## src/rtl/core/rglc_pkg.sv

```systemverilog
`timescale 1ns / 1ps
// ----------------------------------------------------------------------------
// rglc_pkg
// Shared types, codes and constants of the RGB lamp command controller.
// ----------------------------------------------------------------------------
package rglc_pkg;

  // lamp table size and field widths
  localparam int NUM_LAMPS = 8;
  localparam int LAMP_W    = 3;
  localparam int STEP_W    = 7;
  localparam int CFG_IDX_W = 2;
  localparam int CFG_DATA_W = 8;

  // fixed levels
  localparam logic [7:0] WHITE_LIM  = 8'hF0;
  localparam logic [7:0] FULL_LEVEL = 8'hFF;

  // register reset values
  localparam logic [STEP_W-1:0] STEP_RST    = 7'd10;
  localparam logic [7:0]        DEFAULT_RST = 8'd128;
  localparam logic [7:0]        MAX_RST     = 8'd255;
  localparam logic [7:0]        MIN_RST     = 8'd0;

  // command codes
  localparam logic [7:0] CMD_TOGGLE    = 8'h01;
  localparam logic [7:0] CMD_ON        = 8'h02;
  localparam logic [7:0] CMD_OFF       = 8'h03;
  localparam logic [7:0] CMD_UP        = 8'h10;
  localparam logic [7:0] CMD_DOWN      = 8'h20;
  localparam logic [7:0] CMD_SET       = 8'h22;
  localparam logic [7:0] CMD_NIGHT_THR = 8'h30;

  // configuration register indexes
  typedef enum logic [CFG_IDX_W-1:0] {
    CFG_STEP    = 2'd0,
    CFG_DEFAULT = 2'd1,
    CFG_MAX     = 2'd2,
    CFG_MIN     = 2'd3
  } cfg_idx_t;

  typedef enum logic [1:0] {
    MODE_OFF   = 2'd0,
    MODE_ON    = 2'd1,
    MODE_NIGHT = 2'd2
  } mode_t;

  typedef enum logic [2:0] {
    ACT_SWITCH_ON  = 3'd0,
    ACT_SWITCH_OFF = 3'd1,
    ACT_BRIGHT     = 3'd2,
    ACT_WHITE      = 3'd3,
    ACT_RGB        = 3'd4
  } action_t;

  typedef struct packed {
    logic [7:0] red;
    logic [7:0] green;
    logic [7:0] blue;
  } rgb_t;

  typedef struct packed {
    mode_t      mode;
    rgb_t       stored;
    logic [7:0] bright;
  } lamp_state_t;

  typedef struct packed {
    logic [STEP_W-1:0] step;
    logic [7:0]        bdefault;
    logic [7:0]        bmax;
    logic [7:0]        bmin;
  } cfg_t;

  typedef struct packed {
    logic              func;
    logic [LAMP_W-1:0] lamp;
    logic [7:0]        command;
    rgb_t              color;
  } item_t;

  typedef struct packed {
    logic [LAMP_W-1:0] lamp;
    action_t           action;
    logic [7:0]        bright;
    rgb_t              color;
    mode_t             mode;
    logic              changed;
    logic              last;
  } result_t;

endpackage

```

## src/rtl/core/rglc_exec.sv

```systemverilog
`timescale 1ns / 1ps
// ----------------------------------------------------------------------------
// rglc_exec
// Decodes one word for one lamp and works out the lamp's next state and up
// to two bulb actions.
// ----------------------------------------------------------------------------
module rglc_exec (
  input  rglc_pkg::item_t       item_i,
  input  rglc_pkg::lamp_state_t cur_i,
  input  rglc_pkg::cfg_t        cfg_i,
  output rglc_pkg::lamp_state_t nxt_o,
  output rglc_pkg::result_t     res0_o,
  output rglc_pkg::result_t     res1_o,
  output logic [1:0]            num_o
);
  import rglc_pkg::*;

  typedef enum logic [2:0] {
    OP_NONE,
    OP_SET,
    OP_ON,
    OP_OFF,
    OP_UP,
    OP_DOWN
  } op_t;

  function automatic logic is_white(rgb_t c);
    return (c.red >= WHITE_LIM) && (c.green >= WHITE_LIM) && (c.blue >= WHITE_LIM);
  endfunction

  function automatic logic [7:0] max3(rgb_t c);
    logic [7:0] m;
    m = c.red;
    if (c.green > m) m = c.green;
    if (c.blue > m) m = c.blue;
    return m;
  endfunction

  // channel + (brightness - largest channel), clamped to 0..lim
  function automatic logic [7:0] scale_ch(logic [7:0] c, logic [7:0] br,
                                          logic [7:0] base, logic [7:0] lim);
    logic signed [9:0] v;
    v = $signed({2'b00, c}) + $signed({2'b00, br}) - $signed({2'b00, base});
    if (v > $signed({2'b00, lim})) return lim;
    else if (v < 10'sd0) return 8'h00;
    else return v[7:0];
  endfunction

  // brightness for white, scaled color otherwise
  function automatic result_t level_res(rgb_t st, logic [7:0] br, logic [7:0] lim);
    result_t r;
    logic [7:0] base;
    r    = '0;
    base = max3(st);
    if (is_white(st)) begin
      r.action = ACT_BRIGHT;
      r.bright = br;
    end else begin
      r.action      = ACT_RGB;
      r.color.red   = scale_ch(st.red, br, base, lim);
      r.color.green = scale_ch(st.green, br, base, lim);
      r.color.blue  = scale_ch(st.blue, br, base, lim);
    end
    return r;
  endfunction

  op_t        op;
  logic [7:0] lim;
  logic [8:0] min_plus;
  logic       above_min;
  logic       up_ok;
  logic       night_req;
  logic       changed;
  result_t    r0;
  result_t    r1;
  logic [1:0] num;
  lamp_state_t nxt;

  // shared limits and compares
  assign lim       = (WHITE_LIM - 8'd1) - {1'b0, cfg_i.step};
  assign min_plus  = {1'b0, cfg_i.bmin} + {2'b00, cfg_i.step};
  assign above_min = {1'b0, cur_i.bright} > min_plus;
  assign up_ok     = ({1'b0, cur_i.bright} + {2'b00, cfg_i.step}) < {1'b0, cfg_i.bmax};
  assign night_req = item_i.command > CMD_NIGHT_THR;

  // command and tick decode
  always_comb begin
    op = OP_NONE;
    if (int'(item_i.lamp) < NUM_LAMPS) begin
      if (item_i.func) begin
        if (night_req || (cur_i.mode == MODE_NIGHT)) begin
          op = above_min ? OP_DOWN : OP_OFF;
        end
      end else begin
        case (item_i.command)
          CMD_TOGGLE: begin
            if (cur_i.mode == MODE_OFF) op = OP_ON;
            else if (cur_i.mode == MODE_ON) op = OP_OFF;
            else op = OP_NONE;
          end
          CMD_ON:   op = OP_ON;
          CMD_OFF:  op = OP_OFF;
          CMD_UP:   op = OP_UP;
          CMD_DOWN: op = OP_DOWN;
          CMD_SET:  op = OP_SET;
          default:  op = OP_NONE;
        endcase
      end
    end
  end

  // state update and actions
  always_comb begin
    nxt     = cur_i;
    r0      = '0;
    r1      = '0;
    num     = 2'd0;
    changed = 1'b0;
    if (item_i.func && night_req && (int'(item_i.lamp) < NUM_LAMPS)) begin
      nxt.mode = MODE_NIGHT;
    end
    case (op)
      OP_SET: begin
        nxt.stored = item_i.color;
        nxt.mode   = MODE_ON;
        if (is_white(item_i.color)) begin
          nxt.bright = cfg_i.bdefault;
          r0.action  = ACT_WHITE;
          r1.action  = ACT_BRIGHT;
          r1.bright  = cfg_i.bdefault;
          num        = 2'd2;
        end else begin
          nxt.bright = max3(item_i.color);
          r0.action  = ACT_RGB;
          r0.color   = item_i.color;
          num        = 2'd1;
        end
      end
      OP_OFF: begin
        nxt.mode  = MODE_OFF;
        r0.action = ACT_SWITCH_OFF;
        num       = 2'd1;
        changed   = 1'b1;
      end
      OP_ON: begin
        if (cur_i.stored == '0) begin
          nxt.stored = '{FULL_LEVEL, FULL_LEVEL, FULL_LEVEL};
          nxt.bright = cfg_i.bdefault;
        end
        nxt.mode  = MODE_ON;
        r0.action = ACT_SWITCH_ON;
        r1        = level_res(nxt.stored, nxt.bright, lim);
        num       = 2'd2;
        changed   = 1'b1;
      end
      OP_UP: begin
        if (up_ok) nxt.bright = cur_i.bright + {1'b0, cfg_i.step};
        r0  = level_res(cur_i.stored, nxt.bright, lim);
        num = 2'd1;
      end
      OP_DOWN: begin
        if (above_min) nxt.bright = cur_i.bright - {1'b0, cfg_i.step};
        r0  = level_res(cur_i.stored, nxt.bright, lim);
        num = 2'd1;
      end
      default: begin
        num = 2'd0;
      end
    endcase
    // common fields of every action
    r0.lamp    = item_i.lamp;
    r1.lamp    = item_i.lamp;
    r0.mode    = nxt.mode;
    r1.mode    = nxt.mode;
    r0.changed = changed;
    r1.changed = changed;
    r0.last    = (num == 2'd1);
    r1.last    = 1'b1;
  end

  assign nxt_o  = nxt;
  assign res0_o = r0;
  assign res1_o = r1;
  assign num_o  = num;

endmodule

```

## src/rtl/core/rgb_lamp_command_controller.sv

```systemverilog
`timescale 1ns / 1ps
// ----------------------------------------------------------------------------
// rgb_lamp_command_controller
// Per-lamp state for eight RGB bulbs; turns commands and good-night ticks
// into bulb actions.
// ----------------------------------------------------------------------------
// Usage:
//   in_*  : one word per command or timer tick, valid/ready handshake.
//   out_* : bulb actions, valid/ready, one word per cycle while out_ready is high; out_last marks the
//           final action of a word (a word gives zero, one or two actions).
//   cfg_* : write-only registers (step, default, max, min brightness),
//           written with cfg_we while the block is idle.
// Data path: an accepted word is held in the input register and decoded
//   against the lamp table in the next cycle; its actions go into the
//   result register once that has room, and the first of them is then
//   valid at the output.
// Throughput: one word per cycle while each word gives at most one action
//   and out_ready is high; after a two-action word (on, toggle to on,
//   white set) the next word waits for the single output port to drain it.
// Reset: all lamps off with zero color and brightness 128, registers at
//   their defaults, no action pending.
// Stall: while out_ready is low the results stay put; the input register
//   then holds one more word and in_ready drops.
// ----------------------------------------------------------------------------
module rgb_lamp_command_controller (
  input  logic                           clk,
  input  logic                           rst_n,
  // input channel
  input  logic                           in_valid,
  output logic                           in_ready,
  input  logic                           in_func,
  input  logic [rglc_pkg::LAMP_W-1:0]    in_lamp,
  input  logic [7:0]                     in_command,
  input  logic [7:0]                     in_red_in,
  input  logic [7:0]                     in_green_in,
  input  logic [7:0]                     in_blue_in,
  // result channel
  output logic                           out_valid,
  input  logic                           out_ready,
  output logic [rglc_pkg::LAMP_W-1:0]    out_lamp_out,
  output logic [2:0]                     out_action,
  output logic [7:0]                     out_bright_out,
  output logic [7:0]                     out_red_out,
  output logic [7:0]                     out_green_out,
  output logic [7:0]                     out_blue_out,
  output logic [1:0]                     out_mode_out,
  output logic                           out_changed,
  output logic                           out_last,
  // configuration port
  input  logic                           cfg_we,
  input  logic [rglc_pkg::CFG_IDX_W-1:0] cfg_index,
  input  logic [rglc_pkg::CFG_DATA_W-1:0] cfg_data
);
  import rglc_pkg::*;

  cfg_t        cfg_r;
  logic        s1_valid_r;
  item_t       s1_item_r;
  mode_t       mode_r   [NUM_LAMPS];
  rgb_t        stored_r [NUM_LAMPS];
  logic [7:0]  bright_r [NUM_LAMPS];
  result_t     q_r      [2];
  result_t     q_nxt    [2];
  logic [1:0]  cnt_r;
  logic [1:0]  cnt_nxt;

  lamp_state_t cur;
  lamp_state_t nxt;
  result_t     res0;
  result_t     res1;
  logic [1:0]  num;
  logic        pop;
  logic        s1_fire;
  logic        in_fire;

  // configuration registers
  always_ff @(posedge clk) begin
    if (!rst_n) begin
      cfg_r.step     <= STEP_RST;
      cfg_r.bdefault <= DEFAULT_RST;
      cfg_r.bmax     <= MAX_RST;
      cfg_r.bmin     <= MIN_RST;
    end else if (cfg_we) begin
      case (cfg_idx_t'(cfg_index))
        CFG_STEP:    cfg_r.step     <= cfg_data[STEP_W-1:0];
        CFG_DEFAULT: cfg_r.bdefault <= cfg_data;
        CFG_MAX:     cfg_r.bmax     <= cfg_data;
        CFG_MIN:     cfg_r.bmin     <= cfg_data;
        default:     cfg_r          <= cfg_r;
      endcase
    end
  end

  // handshakes
  assign pop      = out_valid && out_ready;
  assign s1_fire  = s1_valid_r && ((cnt_r == 2'd0) || ((cnt_r == 2'd1) && pop));
  assign in_ready = !s1_valid_r || s1_fire;
  assign in_fire  = in_valid && in_ready;

  // input register
  always_ff @(posedge clk) begin
    if (!rst_n) begin
      s1_valid_r <= 1'b0;
    end else if (in_ready) begin
      s1_valid_r <= in_valid;
    end
  end

  always_ff @(posedge clk) begin
    if (in_fire) begin
      s1_item_r.func    <= in_func;
      s1_item_r.lamp    <= in_lamp;
      s1_item_r.command <= in_command;
      s1_item_r.color   <= '{in_red_in, in_green_in, in_blue_in};
    end
  end

  // lamp table read
  assign cur.mode   = mode_r[s1_item_r.lamp];
  assign cur.stored = stored_r[s1_item_r.lamp];
  assign cur.bright = bright_r[s1_item_r.lamp];

  rglc_exec u_exec (
    .item_i (s1_item_r),
    .cur_i  (cur),
    .cfg_i  (cfg_r),
    .nxt_o  (nxt),
    .res0_o (res0),
    .res1_o (res1),
    .num_o  (num)
  );

  // lamp table write back
  always_ff @(posedge clk) begin
    if (!rst_n) begin
      for (int i = 0; i < NUM_LAMPS; i++) begin
        mode_r[i]   <= MODE_OFF;
        stored_r[i] <= '0;
        bright_r[i] <= DEFAULT_RST;
      end
    end else if (s1_fire) begin
      mode_r[s1_item_r.lamp]   <= nxt.mode;
      stored_r[s1_item_r.lamp] <= nxt.stored;
      bright_r[s1_item_r.lamp] <= nxt.bright;
    end
  end

  // two-entry result register, head at entry 0
  always_comb begin
    q_nxt   = q_r;
    cnt_nxt = cnt_r;
    if (pop) begin
      q_nxt[0] = q_r[1];
      cnt_nxt  = cnt_r - 2'd1;
    end
    if (s1_fire) begin
      q_nxt[0] = res0;
      q_nxt[1] = res1;
      cnt_nxt  = num;
    end
  end

  always_ff @(posedge clk) begin
    if (!rst_n) begin
      cnt_r <= 2'd0;
    end else begin
      cnt_r <= cnt_nxt;
    end
  end

  always_ff @(posedge clk) begin
    q_r <= q_nxt;
  end

  // result outputs
  assign out_valid      = (cnt_r != 2'd0);
  assign out_lamp_out   = q_r[0].lamp;
  assign out_action     = q_r[0].action;
  assign out_bright_out = q_r[0].bright;
  assign out_red_out    = q_r[0].color.red;
  assign out_green_out  = q_r[0].color.green;
  assign out_blue_out   = q_r[0].color.blue;
  assign out_mode_out   = q_r[0].mode;
  assign out_changed    = q_r[0].changed;
  assign out_last       = q_r[0].last;

`ifndef SYNTH
  // result register never holds more than two actions
  a_cnt_range: assert property (@(posedge clk) disable iff (!rst_n)
    cnt_r != 2'd3)
    else $error("result count out of range");

  // first of two pending actions is never the last of its word
  a_pair_order: assert property (@(posedge clk) disable iff (!rst_n)
    (cnt_r == 2'd2) |-> !q_r[0].last)
    else $error("pending pair head marked last");

  // a single pending action always closes its word
  a_single_last: assert property (@(posedge clk) disable iff (!rst_n)
    (cnt_r == 2'd1) |-> q_r[0].last)
    else $error("single pending action not marked last");

  // a held word is not dropped while the result register is busy
  a_s1_hold: assert property (@(posedge clk) disable iff (!rst_n)
    (s1_valid_r && !s1_fire) |=> (s1_valid_r && $stable(s1_item_r)))
    else $error("held input word lost");

  // lamp mode on the output is always a defined mode
  a_mode_valid: assert property (@(posedge clk) disable iff (!rst_n)
    out_valid |-> (out_mode_out != 2'd3))
    else $error("undefined lamp mode on output");
`endif

endmodule
```

## config.mk

```make
export PLATFORM = sky130hd
export DESIGN_NAME = rgb_lamp_command_controller
export DESIGN_NICKNAME = d
export VERILOG_FILES = /design/src/rtl/core/rglc_pkg.sv /design/src/rtl/core/rglc_exec.sv /design/src/rtl/core/rgb_lamp_command_controller.sv
export SDC_FILE = /design/constraint.sdc
export NUM_CORES = 1
export LEC_CHECK = 0
export BUFFER_PORTS_ARGS = -buffer_cell sky130_fd_sc_hd__buf_4
export CORE_AREA = 4 4 323 325
export CTS_BUF_LIST = sky130_fd_sc_hd__clkbuf_8
export DETAILED_ROUTE_END_ITERATION = 8
export DIE_AREA = 0 0 327 329
export PLACE_DENSITY = 0.5
export SYNTH_ARGS = -nofsm -noshare
export SYNTH_HDL_FRONTEND = slang
export SYNTH_HIERARCHICAL = 1
export SYNTH_SLANG_ARGS = --single-unit
```

## constraint.sdc

```tcl
create_clock -name clk -period 26.8 [get_ports clk]
set_clock_uncertainty 0.1 [all_clocks]
set_input_delay 5.36 -clock clk [delete_from_list [all_inputs] [get_ports clk]]
set_output_delay 5.36 -clock clk [all_outputs]
set_load 0.01 [all_outputs]
```

==> results by group, run 1 <==
Setup path
  – Critical Path End Type: flip-flop
  – Most used cell, CP: nor2_1
  – Slowest CP cell: dfxtp_4
  – Critical Path Start Type: flip-flop
  – Critical path type: reg2reg
  – CP required: 27.12 ns
  – Crit path max fanout: 35
  – Critical Path AT: 13.23 ns
  – Slowest cell delay on critical path: 0.83 ns
  – WP buf/inv: 3
  – CP delay by family, top: simple AND/OR/NAND/NOR gates

Layout
  – Fin area: 33700 um2
  – Layout Utilization: 33.2%
  – Area grow syn2layout: 11.6%
  – Share of cells above drive strength 1: 14.7%
  – Nets: 3228

Job
  – Max Cap Viol: 0

Global route
  – First-pass GRT wire length: 150 mm
  – Vias in the first global route: 21800
  – Overflow after GRT: 0
  – GRT Total Usage: 18.8%
  – Initial antenna violation count: 4
  – Largest net degree at the start of global routing: 88

Drt
  – Initial DRC Count: 2066
  – Routed Antenna Nets: 0
  – Drt total wl: 102 mm
  – DRC: 0
  – Routed via count: 21900
  – WL/cell: 23.7 um
  – Via density: 5.08
  – Pre-antenna DRT Iters: 5

Clock network
  – Maximum level of the CTS H-tree: 3
  – Worst-Skew Late Latency: 0.72 ns
  – Postcts setup bufs: 0
  – Post-CTS Hold Buffers: 0
  – PostCTS Resize Cnt: 0
  – Clock buffer depth: 3
  – CTS root buffer: clkbuf_8
  – CTS tree: done
  – Num Clock Sinks: 429
  – CTS clk-pin slew, worst paths: 0.06 ns
  – CTS Buf Count: 78

Logic synthesis
  – Synth Area in Simple Gates: 13.1%
  – Main synth FF type: edfxtp_1
  – Adder-cell share of the synthesized area: 14.1%
  – EDFF count, synth: 392
  – Multiplexer share of the synthesized area: 13.0%
  – Netlist cell types: 92
  – Register area share after synthesis: 41.5%
  – Synthesized flop and latch total: 429
  – XOR/XNOR Fraction of Synth Area: 3.01%
  – Largest cells by area after synthesis: edfxtp_1 39%, ha_1 10%, nor2_1 4.7%, mux4_2 4.4%, fa_1 3.6%
  – Syn nets: 3170
  – Mapped Area: 30200 um2
  – Synth top area share: 39.0%
  – Main combinational cell family by area after synthesis: adder cells
  – Synthesized area per cell: 10.7 um2
  – Mapped Cells: 2814
  – Syn. warnings: 6
  – Cell taking the most area after synthesis: edfxtp_1
  – Post-synth ARST share: 0%
  – Post-synthesis compound-gate area fraction: 10.0%

Place
  – Post-DP Area: 32200 um2
  – RD Place Congestion: 0.930
  – PortBufs: 94
  – DP HPWL: 72.0 mm

Timing
  – Hold Fails Final Rpt: 0
  – Slew headroom: 19.5%
  – Fmax: 77.5 MHz
  – Slew Viols, Final: 0
  – Hold slack: 0.366 ns
  – Tcrit/Tclk final: 48.1%
  – TNS Setup: 0 ns
  – Unrepaired setup endpoints after global routing: no
  – Final setup violation count: 0
  – Post-layout min period: 12.90 ns
  – Actual slew at the worst max-slew pin: 1.20 ns

Floorplanning
  – Die width: 327 um
  – Full die area: 108000 um2
  – Row count: 117
  – Core area: 101000 um2
  – Initial Utilization: 29.7%
  – # IOs: 95
  – Die Height: 329 um

Status
  – Status: completed

Hold path
  – HP Class: reg2reg
worst min-delay path, delay by kind of cell (launching register included):
kind	cells	cell delay [ns]
DFF	1	0.32
and+or+nand+nor	2	0.11
metrics by stage:
step                      setup slack, ns  cells
after floorplan                     15.65   2814
after global placement              14.30   4160
after detailed placement            14.12   4160
after CTS                           14.04   4303
after global routing                12.91   4304
final                               13.90   4305
layer usage:
layer | vias to the layer above | global-route usage, % | part of all wire [%]
li1 | 10200 | - | -
met1 | 10700 | 26.1 | 45
met2 | 762 | 30.2 | 45
met3 | 173 | 2.71 | 6.6
met4 | 0 | 5.85 | 3.1
met5 | - | 0 | 0
registers in the layout, indices dropped and copies added (netlist names), 2 cells and up, named ones only:
name,flops
cfg_r,31
cnt_r,2
q_r,42
out_mode_out,2
out_blue_out,8
out_lamp_out,3
out_green_out,8
mode_r,16
out_action,3
out_bright_out,8
s1_item_r,36
stored_r,192
out_red_out,8
bright_r,64
layout by cell type, fill, tap and decap left out, types with 6 or more instances in the layout:
cell type	count
nand2b_1	40
a22oi_1	23
nor2_1	376
o21a_1	38
o22ai_1	9
o22a_1	6
o21ai_1	14
xor2_1	26
mux2_4	20
fa_1	55
nand2_1	281
buf_4	148
mux2_2	57
o211ai_1	18
a21o_1	35
o21bai_1	30
nor3_1	14
and3_1	8
edfxtp_1	392
mux4_2	59
o2111ai_1	7
inv_1	195
clkbuf_8	84
dfxtp_1	34
mux4_1	9
o21ai_0	98
xnor2_1	76
or3_1	13
clkinv_1	14
mux2i_1	87
nor2b_1	60
a211oi_1	12
nand4_1	29
a21oi_1	115
nor4_1	6
nand3_1	34
ha_1	250
mux2_1	47
synth_stat cells (38+ instances only):
| library cell | instances |
|---|---|
| a21oi_1 | 115 |
| buf_4 | 55 |
| clkbuf_1 | 72 |
| edfxtp_1 | 392 |
| fa_1 | 55 |
| ha_1 | 250 |
| inv_1 | 163 |
| mux2_1 | 47 |
| mux2_2 | 57 |
| mux2i_1 | 87 |
| mux4_2 | 59 |
| nand2_1 | 282 |
| nand2b_1 | 40 |
| nor2_1 | 378 |
| nor2b_1 | 62 |
| o21a_1 | 38 |
| o21ai_0 | 103 |
| xnor2_1 | 76 |
final cells by class:
class                      count  area, um2
timing repair buffer         148       1110
fill                       10300      67800
clock inverter                59        314
multi-input combinational   2050      16200
tap                         1368       1710
antenna                        2       5.00
clock buffer                  84       1160
sequential                   429      12500
inverter                     165        619
final timing paths:
path                            cells past startpoint       end  startpoint  slack, ns
worst max-delay path                               40   q_r[23]   flip-flop      13.90
worst min-delay path                                2  cfg_r[8]    cfg_r[8]       0.37
worst max register to register                     40   q_r[23]   flip-flop      13.90
worst min register to register                      2  cfg_r[8]    cfg_r[8]       0.37
cell families (layout without fill, tap and decap cells):
family / Yosys count / in the layout
AOI/OAI and AO/OA: 462 / 462
xor gates and xnor gates: 103 / 103
adders and majority gates: 307 / 307
buffers and inverters: 335 / 456
DFF: 429 / 429
muxes: 280 / 280
other: 2 / 4
and+or+nand+nor: 896 / 896
Power of run 1 is not shown: default switching activity piles up to over one toggle a cycle in this logic, so the estimate is an artifact.
==> inputs of run 2 (changes only) <==
PLACE_DENSITY = 0.52   (was 0.5)
clock period = 11.66 ns   (was 26.8 ns; I/O delays follow)
==> run 2 against run 1 <==
Net effect:
- worst hold slack improved by 0.010 ns
- sequential share of layout area fell by 0.080 points
- fmax rose by 18%
- cell count rose by 0.21%
- critical path type unchanged
- highest routed layer is now met5
==> results by group, run 2 (synthesis gave the netlist of run 1 again) <==
Status
  – Status: completed (unchanged)

Layout
  – Most frequent cells in the layout: 392 x edfxtp_1, 375 x nor2_1, 281 x nand2_1 (was 392 x edfxtp_1, 376 x nor2_1, 281 x nand2_1)
  – Fillers: 10300 (about the same)
  – Multi-input combinational cell area: 16200 um2 (about the same)
  – Commonest non-fill, non-tap cell in the layout: edfxtp_1 (unchanged)
  – Top reg by flops: stored_r (unchanged)
  – Nets: 3239 (was 3228)
  – Register area: 12500 um2 (unchanged)
  – Share of cells above drive strength 1: 14.9% (was 14.7%)
  – Biggest regs: stored_r: 192 flops, bright_r: 64 flops, q_r: 42 flops (unchanged)
  – Area grow syn2layout: 11.8% (was 11.6%)
  – Max FFs per register: 192 (unchanged)

Timing
  – Slew Viols, Final: 0 (unchanged)
  – TNS Setup: 0 ns (unchanged)
  – Post-layout min period: 10.94 ns (was 12.90 ns)
  – Fmax: 91.4 MHz (was 77.5 MHz)
  – Hold Fails Final Rpt: 0 (unchanged)
  – Actual slew at the worst max-slew pin: 1.33 ns (was 1.20 ns)
  – Unrepaired setup endpoints after global routing: no (unchanged)
  – Tcrit/Tclk final: 93.8% (was 48.1%)
  – Final setup violation count: 0 (unchanged)
  – Slew headroom: 10.6% (was 19.5%)

Global route
  – First-pass GRT wire length: 149 mm (was 150 mm)
  – GRT Total Usage: 18.7% (was 18.8%)
  – Initial antenna violation count: 3 (was 4)
  – Largest net degree at the start of global routing: 75 (was 88)
  – Vias in the first global route: 21800 (about the same)
  – Overflow after GRT: 0 (unchanged)

Setup path
  – Critical Path Start Type: flip-flop (unchanged)
  – Critical Path AT: 11.26 ns (was 13.23 ns)
  – Most used cell, CP: nor2_1 (unchanged)
  – Slowest cell delay on critical path: 0.64 ns (was 0.83 ns)
  – Critical path type: reg2reg (unchanged)
  – Crit path max fanout: 18 (was 35)
  – Slowest CP cell: nor4b_2 (was dfxtp_4)
  – Critical Path End Type: flip-flop (unchanged)
  – CP required: 11.99 ns (was 27.12 ns)

Clock network
  – Num Clock Sinks: 429 (unchanged)
  – Post-CTS Hold Buffers: 0 (unchanged)
  – CTS root buffer: clkbuf_8 (unchanged)
  – PostCTS Resize Cnt: 0 (unchanged)
  – CTS Buf Count: 77 (was 78)
  – CTS tree: done (unchanged)
  – Postcts setup bufs: 0 (unchanged)
  – Worst-Skew Late Latency: 0.71 ns (was 0.72 ns)
  – Clock buffer depth: 3 (unchanged)
  – Maximum level of the CTS H-tree: 3 (unchanged)
  – CTS clk-pin slew, worst paths: 0.06 ns (about the same)

Drt
  – Routed via count: 22000 (was 21900)
  – Routed Antenna Nets: 0 (unchanged)
  – DRC: 0 (unchanged)
  – Initial DRC Count: 2178 (was 2066)
  – Pre-antenna DRT Iters: 7 (was 5)
  – Via density: 5.10 (was 5.08)
  – Drt total wl: 102 mm (about the same)
  – WL/cell: 23.7 um (about the same)

Floorplanning
  – Row count: 117 (unchanged)
  – # IOs: 95 (unchanged)
  – Core area: 101000 um2 (unchanged)
  – Die Height: 329 um (unchanged)
  – Full die area: 108000 um2 (unchanged)
  – Initial Utilization: 29.7% (unchanged)
  – Die width: 327 um (unchanged)

Place
  – PortBufs: 94 (unchanged)
  – RD Place Congestion: 0.938 (was 0.930)
  – DP HPWL: 73.6 mm (was 72.0 mm)

Job
  – Max Cap Viol: 0 (unchanged)

Hold path
  – HP Class: reg2reg (unchanged)
==> run 2: layout make-up <==
type | instances | area share (%)
clock buffers | 79 | 3.22
well taps | 1368 | 5.07
flip-flops and latches | 429 | 37.1
multi-input cells | 2050 | 48.1
repair buffers | 160 | 3.64
inverters | 165 | 1.84
diodes | 2 | 0.0148
clock inverters | 61 | 0.983
==> run 2: worst max-delay path, delay by kind of cell (launching register included) <==
family / cells / cell delay (ns)
AOI/OAI and AO/OA: 11 / 2.54
adders and majority gates: 4 / 1.13
buffers and inverters: 3 / 0.65
DFF: 1 / 0.58
muxes: 4 / 1.40
and+or+nand+nor: 19 / 4.21
==> run 2: through the flow <==
step	utilization [%]	instance area [um2]	cells	hold slack [ns]	setup WS (ns)
after global placement	31.8	32300	4172	0.358	0.868
after detailed placement	31.8	32300	4172	0.363	0.770
after floorplan	-	30200	2814	0.335	1.31
after global routing	33.2	33700	4314	0.396	0.0139
final	33.2	33700	4314	0.376	0.724
after CTS	33.2	33700	4312	0.378	0.705
==> run 2: path summary, 6_finish.rpt <==
path / from / endpoint / slack (ns) / cells past startpoint
min reg2reg: cfg_r[13] / cfg_r[13] / 0.38 / 2
max: flip-flop / q_r[23] / 0.72 / 41
max reg2reg: flip-flop / q_r[23] / 0.72 / 41
min: cfg_r[13] / cfg_r[13] / 0.38 / 2
==> run 2: metal layers <==
metal	global-route usage (%)	vias up	part of all wire, %
met5	0	-	0.026
met4	5.67	4	3.2
met3	3.30	151	7.1
met2	30.0	798	45
met1	25.8	10800	44
li1	-	10200	-
Power of run 2 is left out for the same reason.
